**src/rtl/mpr_pkg.sv**
```systemverilog
// shared types, constants and helper functions for the masked pixel converter
`default_nettype none
package mpr_pkg;

	localparam int PIX_W     = 32;
	localparam int TZ_W      = $clog2(PIX_W);
	localparam int Q_W       = 8;
	localparam int NUM_W     = PIX_W + Q_W;
	localparam int DIV_STEPS = Q_W;
	localparam int N_STAGES  = DIV_STEPS + 2;
	localparam int BPP_W     = 6;
	localparam int ADDR_W    = 5;
	localparam int DATA_W    = 32;
	localparam int N_CHAN    = 4;

	localparam int CH_R = 0;
	localparam int CH_G = 1;
	localparam int CH_B = 2;
	localparam int CH_A = 3;

	localparam logic [PIX_W-1:0] RED_RST   = 32'h00FF_0000;
	localparam logic [PIX_W-1:0] GREEN_RST = 32'h0000_FF00;
	localparam logic [PIX_W-1:0] BLUE_RST  = 32'h0000_00FF;
	localparam logic [BPP_W-1:0] BPP_RST   = 6'd32;
	localparam logic             DEPTH_RST = 1'b1;

	typedef enum logic [2:0] {
		REG_RED,
		REG_GREEN,
		REG_BLUE,
		REG_BPP,
		REG_DEPTH
	} reg_idx_t;

	typedef enum logic [1:0] {
		MODE_SCALE,
		MODE_ZERO,
		MODE_FULL
	} chan_mode_t;

	typedef struct packed {
		logic [PIX_W-1:0] mask;
		logic [TZ_W-1:0]  tz;
		logic [PIX_W-1:0] maxv;
		chan_mode_t       mode;
	} chan_cfg_t;

	function automatic logic [TZ_W-1:0] trailing_zeros(input logic [PIX_W-1:0] m);
		logic [TZ_W-1:0] n;
		n = '0;
		for (int i = PIX_W - 1; i >= 0; i--) begin
			if (m[i]) n = TZ_W'(i);
		end
		return n;
	endfunction

	// low bpp bits set, all bits once bpp reaches the pixel width
	function automatic logic [PIX_W-1:0] pixel_span(input logic [BPP_W-1:0] bpp);
		logic [PIX_W-1:0] s;
		for (int i = 0; i < PIX_W; i++) begin
			s[i] = (BPP_W'(i) < bpp);
		end
		return s;
	endfunction

	function automatic chan_cfg_t make_chan(input logic [PIX_W-1:0] mask,
			input chan_mode_t mode);
		chan_cfg_t c;
		c.mask = mask;
		c.tz   = trailing_zeros(mask);
		c.maxv = mask >> c.tz;
		c.mode = mode;
		return c;
	endfunction

endpackage
`default_nettype wire

```
**src/rtl/mpr_cfg.sv**
```systemverilog
// register file for the channel masks with per-channel derived shift and maximum
`default_nettype none
module mpr_cfg (
	input  wire logic                         clk,
	input  wire logic                         arst_n,
	input  wire logic                         psel,
	input  wire logic                         penable,
	input  wire logic                         pwrite,
	input  wire logic [mpr_pkg::ADDR_W-1:0]   paddr,
	input  wire logic [mpr_pkg::DATA_W-1:0]   pwdata,
	output logic      [mpr_pkg::DATA_W-1:0]   prdata,
	output logic                              pready,
	output mpr_pkg::chan_cfg_t [mpr_pkg::N_CHAN-1:0] chan
);
	import mpr_pkg::*;

	logic [PIX_W-1:0] red_q, green_q, blue_q;
	logic [BPP_W-1:0] bpp_q;
	logic             depth_q;

	logic [PIX_W-1:0] red_n, green_n, blue_n;
	logic [BPP_W-1:0] bpp_n;
	logic             depth_n;
	logic             wr_en;
	reg_idx_t         idx;

	chan_cfg_t [N_CHAN-1:0] chan_q, chan_n;
	logic [PIX_W-1:0]       alpha_n, alpha_rst;

	assign pready = 1'b1;
	assign wr_en  = psel && penable && pwrite;
	assign idx    = reg_idx_t'(paddr[ADDR_W-1:2]);

	always_comb begin
		red_n   = red_q;
		green_n = green_q;
		blue_n  = blue_q;
		bpp_n   = bpp_q;
		depth_n = depth_q;
		if (wr_en) begin
			unique case (idx)
				REG_RED:   red_n   = pwdata[PIX_W-1:0];
				REG_GREEN: green_n = pwdata[PIX_W-1:0];
				REG_BLUE:  blue_n  = pwdata[PIX_W-1:0];
				REG_BPP:   bpp_n   = pwdata[BPP_W-1:0];
				REG_DEPTH: depth_n = pwdata[0];
				default:   ;
			endcase
		end
	end

	// derived values follow the write in the same edge so an item right after sees them
	always_comb begin
		alpha_n   = pixel_span(bpp_n) & ~(red_n | green_n | blue_n);
		alpha_rst = pixel_span(BPP_RST) & ~(RED_RST | GREEN_RST | BLUE_RST);
		chan_n[CH_R] = make_chan(red_n,   (red_n   != '0) ? MODE_SCALE : MODE_ZERO);
		chan_n[CH_G] = make_chan(green_n, (green_n != '0) ? MODE_SCALE : MODE_ZERO);
		chan_n[CH_B] = make_chan(blue_n,  (blue_n  != '0) ? MODE_SCALE : MODE_ZERO);
		chan_n[CH_A] = make_chan(alpha_n,
			(depth_n && alpha_n != '0) ? MODE_SCALE : MODE_FULL);
	end

	always_ff @(posedge clk or negedge arst_n) begin
		if (!arst_n) begin
			red_q        <= RED_RST;
			green_q      <= GREEN_RST;
			blue_q       <= BLUE_RST;
			bpp_q        <= BPP_RST;
			depth_q      <= DEPTH_RST;
			chan_q[CH_R] <= make_chan(RED_RST, MODE_SCALE);
			chan_q[CH_G] <= make_chan(GREEN_RST, MODE_SCALE);
			chan_q[CH_B] <= make_chan(BLUE_RST, MODE_SCALE);
			chan_q[CH_A] <= make_chan(alpha_rst,
				(DEPTH_RST && alpha_rst != '0) ? MODE_SCALE : MODE_FULL);
		end else begin
			red_q   <= red_n;
			green_q <= green_n;
			blue_q  <= blue_n;
			bpp_q   <= bpp_n;
			depth_q <= depth_n;
			chan_q  <= chan_n;
		end
	end

	assign chan = chan_q;

	always_comb begin
		prdata = '0;
		unique case (idx)
			REG_RED:   prdata = DATA_W'(red_q);
			REG_GREEN: prdata = DATA_W'(green_q);
			REG_BLUE:  prdata = DATA_W'(blue_q);
			REG_BPP:   prdata = DATA_W'(bpp_q);
			REG_DEPTH: prdata = DATA_W'(depth_q);
			default:   prdata = '0;
		endcase
	end

endmodule
`default_nettype wire

```
**config.mk**
```make
export PLATFORM = sky130hd
export DESIGN_NAME = mpr_cfg
export DESIGN_NICKNAME = d
export VERILOG_FILES = /design/src/rtl/mpr_pkg.sv /design/src/rtl/mpr_cfg.sv
export SDC_FILE = /design/constraint.sdc
export NUM_CORES = 1
export LEC_CHECK = 0
export BUFFER_PORTS_ARGS = -buffer_cell sky130_fd_sc_hd__buf_2
export CELL_PAD_IN_SITES_DETAIL_PLACEMENT = 0
export CELL_PAD_IN_SITES_GLOBAL_PLACEMENT = 1
export CORE_MARGIN = 1
export CORE_UTILIZATION = 29
export CTS_CLUSTER_DIAMETER = 30
export DETAILED_ROUTE_END_ITERATION = 6
export GPL_ROUTABILITY_DRIVEN = 1
export PLACE_DENSITY = 0.68
export SLEW_MARGIN = 10
export SYNTH_ARGS = -nofsm -noshare
export SYNTH_HDL_FRONTEND = slang
export SYNTH_SLANG_ARGS = --single-unit
```
**constraint.sdc**
```tcl
create_clock -name clk -period 6.95 [get_ports clk]
set_input_delay 2.085 -clock clk [delete_from_list [all_inputs] [get_ports clk]]
set_output_delay 2.085 -clock clk [all_outputs]
set_load 0.02 [all_outputs]
```
# After elaboration in Yosys (flattened, before gate mapping)
# Cells that the tools add are included.
# totals
regBits	288
wordCells	213
# op_classes
bitwise	4
eq_ne	4
n_mux	143
n_lt_le_gt_ge	32
n_shift	4
reduce_logical	8
# op_table
operator	n
$mux 5	128
$mux 32	6
$pmux 32 s5	1
$reduce_bool 32->1	4
$shr 32x5->32	4
$lt 5x6->1 const A	16
$or 32x32->32	2
$lt 4x6->1 const A	8
$and 32x32->32	1
$not 32->32	1
$lt 3x6->1 const A	4
$lt 1x6->1 const A	2
$lt 2x6->1 const A	2
$mux 6	2
$eq 3x2->1 const B	2
$mux 1	5
$eq 3x1->1 const B	1
$eq 3x3->1 const B	1
$logic_and 1x1->1	3
$logic_not 3->1	1
$mux 2	1

# Depth between registers and ports, before layout
# depth
word_depth	40
ltp_mapped	20

# Worst setup path after synthesis
# No wires, ideal clock.
# synth_path
path_kind	input port to output port
from	in paddr[2] (netlist bit)
to	out prdata[17] (netlist bit)
stages	10
n_path_buf	6
slack_ps	745
t_arrival_ps	4120
required_time_ps	4865
path_cell_list	buf_6 -> buf_6 -> buf_6 -> buf_4 -> buf_1 -> clkbuf_1 -> mux2i_1 -> nor2_1 -> a21oi_1 -> nor2_1
# synth_via
elab_chain_len	2
elab_cells_between_ends	6
# synth_lines
item	line_no	text
start: declaration	mpr_cfg.sv:9	input wire logic [mpr_pkg::ADDR_W-1:0] paddr,
$eq 3x3->1, or another cell as far along	mpr_cfg.sv:89	unique case (idx)
$pmux 32 s5 (*)	mpr_cfg.sv:89	
end: declaration	mpr_cfg.sv:11	output logic [mpr_pkg::DATA_W-1:0] prdata,
# Every way passes the cells marked *; elsewhere a longest branch is shown, timed or not.

==> impl_metrics.py <==
metrics = {
    "timing": {
        "finalCritPeriodShare_pct": 88.4,
        "finalSetupViolCount": 0,
        "finClkSkew_ns": 0.0377,
        "slew_viol_final": 0,
        "hold_viol": 0,
        "whs_ns": 0.643,
        "rsz0062_at_grt": "false",
        "tns_ns": 0,
        "fmax_ghz": 0.163,
        "slew_headroom_pct": 32.5,
        "tightest_slew_ns": 1.01,
        "setup_slack_ns": 0.807,
        "min_period_ns": 6.14,
    },
    "floorplanning": {
        "core_area_um2": 68800,
        "io_pins": 359,
        "row_count": 96,
        "start_util_pct": 29.4,
        "die_w_um": 266,
        "die_y_um": 266,
        "dieArea_um2": 70900,
    },
    "min_path": {
        "min_path_type": "reg -> reg",
    },
    "drt": {
        "ant_nets": 0,
        "routed_via_density": 5.80,
        "highest_layer": "met5",
        "route.met2.wl_mm": 47.0,
        "drt-wirelength-per-cell_um": 28.2,
        "post-route-drc-count": 2,
        "met1_length_mm": 45.1,
        "route.met3.wl_mm": 8.34,
        "drtIter0Drc": 2201,
        "num_vias": 21700,
        "routed_wl_mm": 105,
        "drtPass1Iterations": 7,
    },
    "clock_tree": {
        "cts_resized": 0,
        "cts_buffer_depth": 3,
        "clock-sinks": 287,
        "clk_root_buffer_cell": "clkbuf_16",
        "hold_buffers": 0,
        "clk_latency_ns": 0.63,
        "numCtsBuffers": 79,
        "cts.htree.levels": 3,
        "cts_setup_buffers": 0,
        "cts_tree": "done",
        "cts.clk_slew.worst_paths_ns": 0.05,
    },
    "job": {
        "drv_cap": 0,
    },
    "grt": {
        "grt_pass1_wl_mm": 151,
        "grt_max_degree": 151,
        "antenna_found_initial": 3,
        "grtUsageTotal_pct": 29.2,
        "grt_overflow": 0,
        "grt_pass1_vias": 21200,
    },
    "layout": {
        "final_util_pct": 38.2,
        "nets": 2778,
        "syn2layout_area_growth_pct": 29.9,
        "n_fill_cell": 7130,
        "drive_above_1_share_pct": 30.3,
    },
    "logic_synthesis": {
        "syn_inst": 2320,
        "synth-seq-area-share_pct": 35.9,
        "ys_warn_count": 0,
        "synth_area_leader_cell": "dfrtp_1",
        "synthArstFlopShare_pct": 100,
        "syn_area_um2": 20200,
        "synth_area_leaders": "dfrtp_1 (27%), mux2i_1 (13%), dfstp_2 (9.1%)",
        "synth.avg_cell_area_um2": 8.72,
        "synth_common_cells": "mux2i_1 (266), nor2_1 (246), dfrtp_1 (217)",
        "synth_ff_type": "dfrtp_1",
        "yosysMostFrequentCell": "mux2i_1",
        "synth_edf_count": 0,
        "synth_top_area_share_pct": 26.8,
        "synth.distinct_cells": 107,
        "synth_seq_cells": 287,
    },
    "run_status": {
        "outcome": "finished with violations",
        "violations": "design-rule violations",
    },
    "power": {
        "cellPowerDensity_nw_per_um2": 488,
        "ir_drop_uv": 212,
        "leakage_uw": 0.0126,
    },
    "setup_path": {
        "slowest_delay_ns": 0.58,
        "cp_slowest_cell": "mux2i_1",
        "path_common_cell": "mux2i_1",
        "timing.critical_path.required_ns": 7.47,
        "end_kind": "flop",
        "cp_max_fo": 20,
        "r2r_setup_slack_ns": 2.37,
        "critPathLaunchType": "input pin",
        "path_cells": "buf_2 > and2b_1 > nand2_4 > buf_4 > mux2i_1 > nand3_1 > inv_1 > nor2_1 > and4_1 > a211o_1 > or2_1 > inv_2 > buf_4 > mux2i_1 > mux2i_1 > a211oi_1",
        "crit_type": "in -> reg",
        "arrival_ns": 6.66,
    },
    "placement": {
        "routabilityCongestion": 0.993,
        "place_ws_ns": 0.336,
        "portBuffers": 351,
        "hpwlAfterDp_mm": 81.6,
    },
}
-- cell type report --
cell class / instances / area, um2 / area share (%)
sequential: 287 / 7270 / 27.6
tap: 931 / 1160 / 4.43
multi-input combinational: 1732 / 11600 / 44.1
antenna: 2 / 5.00 / 0.0190
inverter: 133 / 499 / 1.90
timing repair buffer: 503 / 3000 / 11.4
clock buffer: 99 / 2190 / 8.34
clock inverter: 48 / 569 / 2.16
-- power breakdown --
| group | switching [uW] | leakage [uW] | internal, uW | total (uW) |
|---|---|---|---|---|
| Combinational | 4080 | 0.00778 | 2220 | 6300 |
| Sequential | 500 | 0.00350 | 2300 | 2800 |
| Clock | 1220 | 0.00136 | 2520 | 3740 |
| Total | 5800 | 0.0126 | 7030 | 12800 |
-- cells by family (layout without fill, tap and decap cells) --
family | after synthesis | after routing | share of synthesized area (%)
simple gates | 749 | 749 | 18.1
compound gates | 644 | 644 | 21.5
mux | 334 | 334 | 17.4
buf+inv | 304 | 783 | 7.07
flops | 287 | 287 | 35.9
other cells | 2 | 7 | 0.0371
-- state kept, by name (all words and copies together) (netlist names) --
register	count
depth_q	1
bpp_q	6
chan	280
-- cell usage in the layout (no fill, tap or decap), drive strengths merged, types with 10 or more instances in the layout --
master,netlist,routed
o221ai,20,20
a21boi,10,10
o21ai,109,109
a22oi,19,19
a211oi,43,43
a21oi,158,158
nor4,46,46
dfrtp,217,217
nor2,249,249
a21o,18,18
o22ai,58,58
buf,100,503
nor3,62,62
a31oi,32,32
o211ai,30,30
clkbuf,71,99
nand4,11,11
inv,131,145
and3,10,10
nor4b,12,12
or3,21,21
or2,16,16
dfstp,70,70
or4,12,12
a211o,10,10
and2,25,25
clkinv,2,26
a221oi,19,19
nand3,41,41
nand2,192,192
o31ai,22,22
nand2b,19,19
mux2i,268,268
mux2,59,59
-- stage by stage --
step / instances / power [uW] / instance area (um2)
final: 3735 / 12800 / 26300
after global routing: 3733 / 13500 / 26300
after CTS: 3733 / 12800 / 26300
after detailed placement: 3586 / 9020 / 23500
after global placement: 3586 / 9030 / 23500
after floorplan: 2323 / 6610 / 20300
-- critical path: cells and delay by family --
family	cells	cell delay (ns)
AOI/OAI and AO/OA	2	0.54
buffers and inverters	5	1.38
muxes	3	1.18
and+or+nand+nor	6	1.45
-- routing by layer --
layer,vias up,track usage (%)
met1,10900,39.1
li1,9430,-
met5,-,0
met4,2,13.6
met2,1153,45.2
met3,231,5.41
-- worst paths after layout --
| kind | endpoint | start | cells after the start |
|---|---|---|---|
| worst max-delay path | chan[235]$_DFF_PN0_ | paddr[3] | 16 |
| worst min-delay path | depth_q$_DFF_PN1_ | depth_q$_DFF_PN1_ | 1 |
| worst max register to register | chan[218]$_DFF_PN1_ | bpp_q[4]$_DFF_PN0_ | 13 |
| worst min register to register | depth_q$_DFF_PN1_ | depth_q$_DFF_PN1_ | 1 |
| max in group asynchronous | chan[104]$_DFF_PN0_ | arst_n | 2 |
| min in group asynchronous | chan[244]$_DFF_PN0_ | arst_n | 1 |
(Power assumes the default switching activity.)
